<file path="config.mk">
export PLATFORM = sky130hd
export DESIGN_NAME = dram_row_buffer_timing_unit_flat
export DESIGN_NICKNAME = d
export VERILOG_FILES = /design/src/hw/rtl/drbt_pkg.sv /design/src/hw/rtl/drbt_req_if.sv /design/src/hw/rtl/drbt_rsp_if.sv /design/src/hw/rtl/drbt_cfg_if.sv /design/src/hw/rtl/dram_row_buffer_timing_unit.sv /design/src/hw/rtl/drbt_decode.sv /design/src/hw/rtl/drbt_bank.sv /design/src/hw/rtl/drbt_stats.sv /design/src/flat_wrapper.sv
export SDC_FILE = /design/constraint.sdc
export NUM_CORES = 1
export LEC_CHECK = 0
export ABC_CLOCK_PERIOD_IN_PS = 6800
export BUFFER_PORTS_ARGS = -buffer_cell sky130_fd_sc_hd__buf_2
export CAP_MARGIN = 25
export CORE_MARGIN = 5
export CORE_UTILIZATION = 28
export CTS_BUF_LIST = sky130_fd_sc_hd__clkbuf_4 sky130_fd_sc_hd__clkbuf_8
export DETAILED_ROUTE_END_ITERATION = 12
export PLACE_DENSITY = 0.48
export SLEW_MARGIN = 0
export SYNTH_ARGS = -nofsm -noshare
export SYNTH_HDL_FRONTEND = slang
export SYNTH_SLANG_ARGS = --single-unit
</file>
<file path="constraint.sdc">
create_clock -name clk -period 6.8 [get_ports clk]
set_clock_uncertainty 0.1 [all_clocks]
set_input_delay 1.02 -clock clk [delete_from_list [all_inputs] [get_ports clk]]
set_output_delay 1.02 -clock clk [all_outputs]
set_load 0.005 [all_outputs]
</file>
<file path="src/hw/rtl/drbt_pkg.sv">
// Shared types and constants for the DRAM row buffer timing unit.
package drbt_pkg;

  localparam int LINE_ADDR_W = 48;
  localparam int DELAY_W     = 8;
  localparam int CNT_W       = 32;
  localparam int SUM_W       = 40;
  localparam int LOG2_W      = 4;
  localparam int CFG_IDX_W   = 2;
  localparam int CFG_DATA_W  = 4;

  localparam logic [DELAY_W-1:0] LAT_FIXED = 8'd100;
  localparam logic [DELAY_W-1:0] LAT_ACT   = 8'd45;
  localparam logic [DELAY_W-1:0] LAT_CAS   = 8'd45;
  localparam logic [DELAY_W-1:0] LAT_PRE   = 8'd45;
  localparam logic [DELAY_W-1:0] LAT_BUS   = 8'd10;

  localparam logic [LOG2_W-1:0] LINE_LOG2_RESET = 4'd6;

  typedef enum logic [1:0] {
    ROW_HIT      = 2'd0,
    ROW_EMPTY    = 2'd1,
    ROW_CONFLICT = 2'd2,
    ROW_NONE     = 2'd3
  } row_outcome_t;

  typedef enum logic [CFG_IDX_W-1:0] {
    REG_FIXED_LAT  = 2'd0,
    REG_CLOSE_PAGE = 2'd1,
    REG_LINE_LOG2  = 2'd2
  } cfg_reg_t;

  typedef struct packed {
    logic              fixed_latency_mode;
    logic              close_page;
    logic [LOG2_W-1:0] line_bytes_log2;
  } cfg_t;

  // Control from the pipeline to the row buffer table.
  typedef struct packed {
    logic fire;        // item moves into the result register this cycle
    logic fixed_mode;
    logic close_page;
  } bank_req_t;

endpackage

</file>
<file path="src/hw/rtl/drbt_req_if.sv">
// Access request channel.
interface drbt_req_if import drbt_pkg::*; ();
  logic                   valid;
  logic                   ready;
  logic [LINE_ADDR_W-1:0] line_address;
  logic                   mode;

  modport source (output valid, line_address, mode, input ready);
  modport sink   (input valid, line_address, mode, output ready);
endinterface

</file>
<file path="src/hw/rtl/drbt_rsp_if.sv">
// Access result channel.
interface drbt_rsp_if import drbt_pkg::*; ();
  logic               valid;
  logic               ready;
  logic [DELAY_W-1:0] delay;
  logic [1:0]         row_outcome;
  logic [CNT_W-1:0]   read_count;
  logic [CNT_W-1:0]   write_count;
  logic [SUM_W-1:0]   read_delay_total;
  logic [SUM_W-1:0]   write_delay_total;

  modport source (output valid, delay, row_outcome, read_count, write_count,
                  read_delay_total, write_delay_total, input ready);
  modport sink   (input valid, delay, row_outcome, read_count, write_count,
                  read_delay_total, write_delay_total, output ready);
endinterface

</file>
<file path="src/hw/rtl/drbt_cfg_if.sv">
// Configuration register write channel.
interface drbt_cfg_if import drbt_pkg::*; ();
  logic                  valid;
  logic                  ready;
  logic [CFG_IDX_W-1:0]  index;
  logic [CFG_DATA_W-1:0] data;

  modport source (output valid, index, data, input ready);
  modport sink   (input valid, index, data, output ready);
endinterface

</file>
<file path="src/hw/rtl/dram_row_buffer_timing_unit.sv">
// DRAM row buffer timing unit: per-access latency and outcome with running statistics.
//
// Each request transaction on req carries a line address and a mode (0 read,
// 1 write). For every request exactly one result transaction appears on rsp with
// the access delay, the row buffer outcome and the read/write counts and delay
// totals including that access. Registers are written through cfg (index 0
// fixed latency mode, 1 close page, 2 log2 line size); cfg is always ready. The
// user writes cfg only while no request is in flight; the block does not enforce it.
// Throughput is one request per cycle while rsp is not stalled. An input register
// takes the request, and the row buffer lookup, per-bank row update and
// statistics update happen in one pass into the result register.
// The bank count and row size must be powers of two; the bank and row come
// from bit selects and a shift of the address.
// Reset clears all row buffers to closed, zeroes the statistics and returns
// the registers to fixed mode off, open page and 64-byte lines.
// When rsp is stalled the result holds and the input register still takes one
// more request; further requests wait until the result is taken.
module dram_row_buffer_timing_unit import drbt_pkg::*; #(
  parameter int NUM_BANKS = 16,
  parameter int ROW_BYTES = 1024,
  parameter int ADDR_BITS = 48
) (
  input logic        clk,
  input logic        rst,
  drbt_req_if.sink   req,
  drbt_rsp_if.source rsp,
  drbt_cfg_if.sink   cfg
);

  localparam int AW        = (ADDR_BITS < LINE_ADDR_W) ? ADDR_BITS : LINE_ADDR_W;
  localparam int BANK_BITS = $clog2(NUM_BANKS);
  localparam int BANK_W    = (BANK_BITS > 0) ? BANK_BITS : 1;
  localparam int ROW_W     = AW - BANK_BITS;

  cfg_t cfg_reg;

  logic                   s1_valid;
  logic [LINE_ADDR_W-1:0] s1_addr;
  logic                   s1_mode;

  logic               out_valid;
  logic [DELAY_W-1:0] out_delay;
  row_outcome_t       out_outcome;

  logic               advance;
  logic               fire;
  logic [BANK_W-1:0]  bank;
  logic [ROW_W-1:0]   row;
  logic [DELAY_W-1:0] delay;
  row_outcome_t       outcome;
  bank_req_t          bank_req;

  // Configuration registers
  assign cfg.ready = 1'b1;

  always_ff @(posedge clk) begin
    if (rst) begin
      cfg_reg.fixed_latency_mode <= 1'b0;
      cfg_reg.close_page         <= 1'b0;
      cfg_reg.line_bytes_log2    <= LINE_LOG2_RESET;
    end else if (cfg.valid) begin
      case (cfg.index)
        REG_FIXED_LAT:  cfg_reg.fixed_latency_mode <= cfg.data[0];
        REG_CLOSE_PAGE: cfg_reg.close_page         <= cfg.data[0];
        REG_LINE_LOG2:  cfg_reg.line_bytes_log2    <= cfg.data[LOG2_W-1:0];
        default: ;
      endcase
    end
  end

  // Pipeline control
  assign advance   = !out_valid || rsp.ready;
  assign fire      = s1_valid && advance;
  assign req.ready = !s1_valid || advance;

  always_ff @(posedge clk) begin
    if (rst) begin
      s1_valid <= 1'b0;
    end else if (req.ready) begin
      s1_valid <= req.valid;
    end
  end

  always_ff @(posedge clk) begin
    if (req.valid && req.ready) begin
      s1_addr <= req.line_address;
      s1_mode <= req.mode;
    end
  end

  drbt_decode #(
    .NUM_BANKS (NUM_BANKS),
    .ROW_BYTES (ROW_BYTES),
    .ADDR_BITS (ADDR_BITS)
  ) u_decode (
    .line_address    (s1_addr),
    .line_bytes_log2 (cfg_reg.line_bytes_log2),
    .bank            (bank),
    .row             (row)
  );

  assign bank_req.fire       = fire;
  assign bank_req.fixed_mode = cfg_reg.fixed_latency_mode;
  assign bank_req.close_page = cfg_reg.close_page;

  drbt_bank #(
    .NUM_BANKS (NUM_BANKS),
    .BANK_W    (BANK_W),
    .ROW_W     (ROW_W)
  ) u_bank (
    .clk     (clk),
    .rst     (rst),
    .req     (bank_req),
    .bank    (bank),
    .row     (row),
    .delay   (delay),
    .outcome (outcome)
  );

  // Statistics registers move with the result register, so they are the
  // result's count and total fields.
  drbt_stats u_stats (
    .clk               (clk),
    .rst               (rst),
    .fire              (fire),
    .is_write          (s1_mode),
    .delay             (delay),
    .read_count        (rsp.read_count),
    .write_count       (rsp.write_count),
    .read_delay_total  (rsp.read_delay_total),
    .write_delay_total (rsp.write_delay_total)
  );

  // Result register
  always_ff @(posedge clk) begin
    if (rst) begin
      out_valid <= 1'b0;
    end else if (advance) begin
      out_valid <= s1_valid;
    end
  end

  always_ff @(posedge clk) begin
    if (fire) begin
      out_delay   <= delay;
      out_outcome <= outcome;
    end
  end

  assign rsp.valid       = out_valid;
  assign rsp.delay       = out_delay;
  assign rsp.row_outcome = out_outcome;

  a_result_follows_item: assert property (@(posedge clk) disable iff (rst)
    fire |=> out_valid)
    else $error("item left the input register without a result");

  a_no_result_without_item: assert property (@(posedge clk) disable iff (rst)
    advance && !s1_valid |=> !out_valid)
    else $error("result shown with no item behind it");

endmodule

</file>
<file path="src/hw/rtl/drbt_decode.sv">
// Line address to bank and row decode.
module drbt_decode import drbt_pkg::*; #(
  parameter int NUM_BANKS = 16,
  parameter int ROW_BYTES = 1024,
  parameter int ADDR_BITS = 48,
  localparam int AW        = (ADDR_BITS < LINE_ADDR_W) ? ADDR_BITS : LINE_ADDR_W,
  localparam int BANK_BITS = $clog2(NUM_BANKS),
  localparam int BANK_W    = (BANK_BITS > 0) ? BANK_BITS : 1,
  localparam int ROW_W     = AW - BANK_BITS
) (
  input  logic [LINE_ADDR_W-1:0] line_address,
  input  logic [LOG2_W-1:0]      line_bytes_log2,
  output logic [BANK_W-1:0]      bank,
  output logic [ROW_W-1:0]       row
);

  // NUM_BANKS and ROW_BYTES are powers of two, so both divisions are shifts.
  localparam int ROW_LOG = $clog2(ROW_BYTES);
  localparam int SHIFT_W = $clog2(ROW_LOG + 1);

  logic [AW-1:0]      addr;
  logic [ROW_W-1:0]   row_base;
  logic [SHIFT_W-1:0] line_shift;

  assign addr     = line_address[AW-1:0];
  assign row_base = addr[AW-1:BANK_BITS];

  generate
    if (BANK_BITS > 0) begin : g_bank
      assign bank = addr[BANK_W-1:0];
    end else begin : g_one_bank
      assign bank = '0;
    end
  endgenerate

  // log2 of lines per row; a line larger than a row counts as one line
  always_comb begin
    if (int'(line_bytes_log2) >= ROW_LOG) begin
      line_shift = '0;
    end else begin
      line_shift = SHIFT_W'(ROW_LOG) - SHIFT_W'(line_bytes_log2);
    end
  end

  assign row = row_base >> line_shift;

endmodule

</file>
<file path="src/hw/rtl/drbt_bank.sv">
// Per-bank row buffer table: latency and outcome lookup with row update.
module drbt_bank import drbt_pkg::*; #(
  parameter int NUM_BANKS = 16,
  parameter int BANK_W    = 4,
  parameter int ROW_W     = 44
) (
  input  logic               clk,
  input  logic               rst,
  input  bank_req_t          req,
  input  logic [BANK_W-1:0]  bank,
  input  logic [ROW_W-1:0]   row,
  output logic [DELAY_W-1:0] delay,
  output row_outcome_t       outcome
);

  logic [NUM_BANKS-1:0] bank_open;
  logic [ROW_W-1:0]     bank_row [NUM_BANKS];

  logic open_page;
  logic row_match;
  logic write_row;

  assign open_page = !req.fixed_mode && !req.close_page;
  assign row_match = bank_row[bank] == row;

  always_comb begin
    write_row = 1'b0;
    if (req.fixed_mode) begin
      delay   = LAT_FIXED;
      outcome = ROW_NONE;
    end else if (req.close_page) begin
      delay   = LAT_CAS + LAT_BUS + LAT_ACT;
      outcome = ROW_NONE;
    end else if (!bank_open[bank]) begin
      delay     = LAT_CAS + LAT_BUS + LAT_ACT;
      outcome   = ROW_EMPTY;
      write_row = 1'b1;
    end else if (row_match) begin
      delay   = LAT_CAS + LAT_BUS;
      outcome = ROW_HIT;
    end else begin
      delay     = LAT_CAS + LAT_BUS + LAT_PRE + LAT_ACT;
      outcome   = ROW_CONFLICT;
      write_row = 1'b1;
    end
  end

  always_ff @(posedge clk) begin
    if (rst) begin
      bank_open <= '0;
    end else if (req.fire && open_page) begin
      bank_open[bank] <= 1'b1;
    end
  end

  always_ff @(posedge clk) begin
    if (req.fire && write_row) begin
      bank_row[bank] <= row;
    end
  end

  a_open_after_access: assert property (@(posedge clk) disable iff (rst)
    req.fire && open_page |=> bank_open[$past(bank)])
    else $error("bank not marked open after an open page access");

  a_bypass_keeps_table: assert property (@(posedge clk) disable iff (rst)
    req.fire && !open_page |=> $stable(bank_open))
    else $error("row buffer state changed in fixed or close page mode");

endmodule

</file>
<file path="src/hw/rtl/drbt_stats.sv">
// Saturating read/write access counts and delay totals.
module drbt_stats import drbt_pkg::*; (
  input  logic               clk,
  input  logic               rst,
  input  logic               fire,
  input  logic               is_write,
  input  logic [DELAY_W-1:0] delay,
  output logic [CNT_W-1:0]   read_count,
  output logic [CNT_W-1:0]   write_count,
  output logic [SUM_W-1:0]   read_delay_total,
  output logic [SUM_W-1:0]   write_delay_total
);

  logic [CNT_W-1:0] read_count_next;
  logic [CNT_W-1:0] write_count_next;
  logic [SUM_W-1:0] read_total_next;
  logic [SUM_W-1:0] write_total_next;
  logic [SUM_W:0]   read_sum;
  logic [SUM_W:0]   write_sum;

  assign read_sum  = {1'b0, read_delay_total} + (SUM_W + 1)'(delay);
  assign write_sum = {1'b0, write_delay_total} + (SUM_W + 1)'(delay);

  always_comb begin
    read_count_next  = (&read_count) ? read_count : read_count + CNT_W'(1);
    write_count_next = (&write_count) ? write_count : write_count + CNT_W'(1);
    read_total_next  = read_sum[SUM_W] ? '1 : read_sum[SUM_W-1:0];
    write_total_next = write_sum[SUM_W] ? '1 : write_sum[SUM_W-1:0];
  end

  always_ff @(posedge clk) begin
    if (rst) begin
      read_count        <= '0;
      write_count       <= '0;
      read_delay_total  <= '0;
      write_delay_total <= '0;
    end else if (fire) begin
      if (is_write) begin
        write_count       <= write_count_next;
        write_delay_total <= write_total_next;
      end else begin
        read_count       <= read_count_next;
        read_delay_total <= read_total_next;
      end
    end
  end

  a_idle_holds: assert property (@(posedge clk) disable iff (rst)
    !fire |=> $stable(read_count) && $stable(write_count) &&
              $stable(read_delay_total) && $stable(write_delay_total))
    else $error("statistics changed without a transaction");

  a_write_leaves_reads: assert property (@(posedge clk) disable iff (rst)
    fire && is_write |=> $stable(read_count) && $stable(read_delay_total))
    else $error("write transaction touched read statistics");

endmodule
</file>
<file path="src/flat_wrapper.sv">
// flat-port wrapper written by rule: the top's interface ports become plain ports
module dram_row_buffer_timing_unit_flat import drbt_pkg::*;
#(
  parameter int NUM_BANKS = 16,
  parameter int ROW_BYTES = 1024,
  parameter int ADDR_BITS = 48
)
  (clk, rst, req_valid, req_line_address, req_mode, req_ready, rsp_valid, rsp_delay, rsp_row_outcome, rsp_read_count, rsp_write_count, rsp_read_delay_total, rsp_write_delay_total, rsp_ready, cfg_valid, cfg_index, cfg_data, cfg_ready);
  drbt_req_if req_i ();
  drbt_rsp_if rsp_i ();
  drbt_cfg_if cfg_i ();
  input logic clk;
  input logic rst;
  input wire logic [$bits(req_i.valid)-1:0] req_valid;
  input wire logic [$bits(req_i.line_address)-1:0] req_line_address;
  input wire logic [$bits(req_i.mode)-1:0] req_mode;
  output wire logic [$bits(req_i.ready)-1:0] req_ready;
  output wire logic [$bits(rsp_i.valid)-1:0] rsp_valid;
  output wire logic [$bits(rsp_i.delay)-1:0] rsp_delay;
  output wire logic [$bits(rsp_i.row_outcome)-1:0] rsp_row_outcome;
  output wire logic [$bits(rsp_i.read_count)-1:0] rsp_read_count;
  output wire logic [$bits(rsp_i.write_count)-1:0] rsp_write_count;
  output wire logic [$bits(rsp_i.read_delay_total)-1:0] rsp_read_delay_total;
  output wire logic [$bits(rsp_i.write_delay_total)-1:0] rsp_write_delay_total;
  input wire logic [$bits(rsp_i.ready)-1:0] rsp_ready;
  input wire logic [$bits(cfg_i.valid)-1:0] cfg_valid;
  input wire logic [$bits(cfg_i.index)-1:0] cfg_index;
  input wire logic [$bits(cfg_i.data)-1:0] cfg_data;
  output wire logic [$bits(cfg_i.ready)-1:0] cfg_ready;
  assign req_i.valid = req_valid;
  assign req_i.line_address = req_line_address;
  assign req_i.mode = req_mode;
  assign req_ready = req_i.ready;
  assign rsp_valid = rsp_i.valid;
  assign rsp_delay = rsp_i.delay;
  assign rsp_row_outcome = rsp_i.row_outcome;
  assign rsp_read_count = rsp_i.read_count;
  assign rsp_write_count = rsp_i.write_count;
  assign rsp_read_delay_total = rsp_i.read_delay_total;
  assign rsp_write_delay_total = rsp_i.write_delay_total;
  assign rsp_i.ready = rsp_ready;
  assign cfg_i.valid = cfg_valid;
  assign cfg_i.index = cfg_index;
  assign cfg_i.data = cfg_data;
  assign cfg_ready = cfg_i.ready;
  dram_row_buffer_timing_unit #(.NUM_BANKS(NUM_BANKS), .ROW_BYTES(ROW_BYTES), .ADDR_BITS(ADDR_BITS)) u_core (.clk(clk), .rst(rst), .req(req_i), .rsp(rsp_i), .cfg(cfg_i));
endmodule
</file>
==> flow_summary.yaml <==
yosys:
  yosys-top-cells-count: "760 x edfxtp_1, 216 x mux4_2, 174 x nor2_1"
  ys_types: 88
  syn-num-nets: 2629
  synthTopCellsByArea: "edfxtp_1 57%, mux4_2 12%, dfxtp_1 8.6%"
  synth_top_area_cell: "edfxtp_1"
  avgSynthCellArea_um2: 15.6
  synth_top_area_share_pct: 57.3
  synth_most_common_cell: "edfxtp_1"
  syn_area_um2: 39900
  async_reset_ff_share_pct: 0
  syn-instance-count: 2549
  synth_enable_flop_cells: 760
  ys_ff_latch: 932
  yosysWarnings: 0
  synth_ff_type: "edfxtp_1"
  yosysSeqAreaShare_pct: 65.9
worst_setup_path:
  cp-end-kind: "flip-flop"
  reg2reg_from: "u_core.cfg_reg[0]"
  path_max_fanout: 34
  r2r_cells: 27
  endpoint: "u_core.u_stats.read_delay_total[27]"
  crit_path_frequent_cell: "buf_4"
  crit_path_top_delay_cell: "nor4bb_4"
  crit_type: "flip-flop to flip-flop"
  cp-startpoint: "u_core.cfg_reg[0]"
  r2r_slack_ns: 0.35
  cp.required_ns: 7.40
  worst_setup_path_start_kind: "flip-flop"
  r2r_end: "u_core.u_stats.read_delay_total[27]"
  max_stage_delay_ns: 0.46
  crit_arrival_ns: 7.06
finish:
  biggestRegsByFlops: "u_core.u_bank.bank_row: 704 flops, u_core.s1_addr: 48 flops"
  largest_reg_flops: 704
  largest_register: "u_core.u_bank.bank_row"
  area_growth_syn_to_layout_pct: 19.4
  stdcell_area_um2: 47600
  final_core_util_pct: 33.6
  drive_above_1_share_pct: 31.1
  finalNetCount: 3035
  n_fill_cell: 13825
grt:
  antenna_found_initial: 8
  grt_pass1_vias: 25000
  grt_usage_pct: 15.1
  gr-total-overflow: 0
  grt_pass1_wl_um: 171000
  grt_max_degree: 67
outcome:
  status: "finished clean"
sta:
  fmax_ghz: 0.155
  setup_viol: 0
  fin_crit_sh_pct: 94.9
  fin_hold_ws_ns: 0.238
  slew_headroom_pct: 34.1
  setup_slack_ns: 0.347
  slew_violations: 0
  fin_setup_tns_ns: 0
  rsz0062_at_grt: "false"
  worst_slew_pin_slew_ns: 0.985
  hold_viol: 0
  fin_crit_ns: 6.45
die:
  row_count: 138
  dieArea_um2: 150000
  ios: 217
  fp.coreArea_um2: 142000
  start_util_pct: 28.2
  fp.dieW_um: 387
  die_h_um: 387
clocking:
  cts.sinks: 932
  clockBufferDepth: 3
  cts-root-buf: "clkbuf_8"
  clk_pin_slew_ns: 0.06
  cts_tree: "yes"
  cts_made_buffers: 154
  cts_hold_buffers: 0
  clk_latency_ns: 0.85
  htreeDepth: 4
drt:
  ant_nets: 0
  via_per_inst: 4.92
  drtIter0Drc: 2089
  firstDrtPassIters: 5
  routed-via-count: 24416
  detail_route.wl_per_cell_um: 23.3
  drc: 0
  drt-total-wl_um: 116000
placement:
  place_congestion: 0.931
  port_buffers: 214
  hpwl_um: 73000
  pre_cts_ws_ns: -0.0549
  placed_area_um2: 44400
power:
  p_leak_nw: 16.0
  p_per_area_nw_per_um2: 270
  vdd_drop_max_uv: 151
worst_hold_path:
  hold_path.class: "input pin to flip-flop"
job:
  max_cap_viol_count: 0
[repair_timing]
action                     in CTS  in global routing
pin swaps                       0                  3
setup endpoints to repair      16                 79
resized for setup               2                 28
buffers inserted                0                  1
[metal layers]
| metal | vias to the layer above | track usage (%) | part of all wire (%) |
|---|---|---|---|
| li1 | 10880 | - | - |
| met2 | 724 | 24.3 | 47 |
| met1 | 12641 | 20.9 | 45 |
| met5 | - | 0 | 0 |
| met4 | 0 | 4.53 | 2.4 |
| met3 | 171 | 2.82 | 5.2 |
[where the power goes]
part	switching [mW]	internal, mW	total [mW]
Sequential	0.0775	6.44	6.52
Clock	2.28	2.61	4.88
Combinational	0.877	0.567	1.44
[cell type report]
| cell class | instances | area, um^2 | area share (%) |
|---|---|---|---|
| Antenna cell | 9 | 22.5 | 0.0473 |
| Clock buffer | 210 | 2610 | 5.48 |
| Clock inverter | 58 | 392 | 0.823 |
| Inverter | 39 | 146 | 0.308 |
| Multi-Input combinational cell | 1424 | 12900 | 27.2 |
| Sequential cell | 932 | 26300 | 55.2 |
| Tap cell | 1890 | 2360 | 4.97 |
| Timing Repair Buffer | 404 | 2840 | 5.96 |
[stage by stage]
stage	total power, mW	std cells
after floorplan	7.47	2549
after global placement	8.08	4689
after detailed placement	8.07	4689
after CTS	13.0	4957
after global routing	13.4	4960
final	12.8	4966
[cell families (layout without fill, tap and decap cells)]
| kind of cell | count (synthesis) | count (layout) | synth area share [%] |
|---|---|---|---|
| DFF | 932 | 932 | 65.9 |
| adders and majority gates | 20 | 20 | 0.665 |
| and+or+nand+nor | 591 | 591 | 7.35 |
| other | 2 | 11 | 0.0188 |
| xor gates and xnor gates | 149 | 149 | 3.27 |
| buffers and inverters | 193 | 711 | 2.44 |
| AOI/OAI and AO/OA | 374 | 374 | 6.27 |
| muxes | 288 | 288 | 14.1 |
[how the worst min path moves through the flow]
stage	start	end	slack [ns]	cells after the start
floorplan	u_core.u_bank.bank_open[14]	u_core.u_bank.bank_open[14]	0.32	2
global placement	u_core.u_bank.bank_open[14]	u_core.u_bank.bank_open[14]	0.33	2
detailed placement	u_core.u_bank.bank_open[15]	u_core.u_bank.bank_open[15]	0.34	2
CTS	req_line_address[16]	u_core.s1_addr[16]	0.14	1
global route	req_line_address[16]	u_core.s1_addr[16]	0.15	1
finish	req_line_address[16]	u_core.s1_addr[16]	0.24	1
[critical path: cells and delay by family (launching register included)]
| family | cells | cell delay [ns] |
|---|---|---|
| adders and majority gates | 2 | 0.60 |
| xor gates and xnor gates | 2 | 0.44 |
| and+or+nand+nor | 7 | 1.63 |
| DFF | 1 | 0.36 |
| buffers and inverters | 6 | 0.99 |
| AOI/OAI and AO/OA | 10 | 2.19 |
[layout by cell type (no fill, tap or decap), drive strengths merged, types with 45 or more instances in the layout]
cell    instances
nor2          177
xnor2          63
mux4          216
edfxtp        760
inv            45
xor2           86
a21oi         138
mux2i          46
nand3          84
buf           404
dfxtp         172
clkbuf        210
nand2         123
Power figures use the tool's default switching activity.
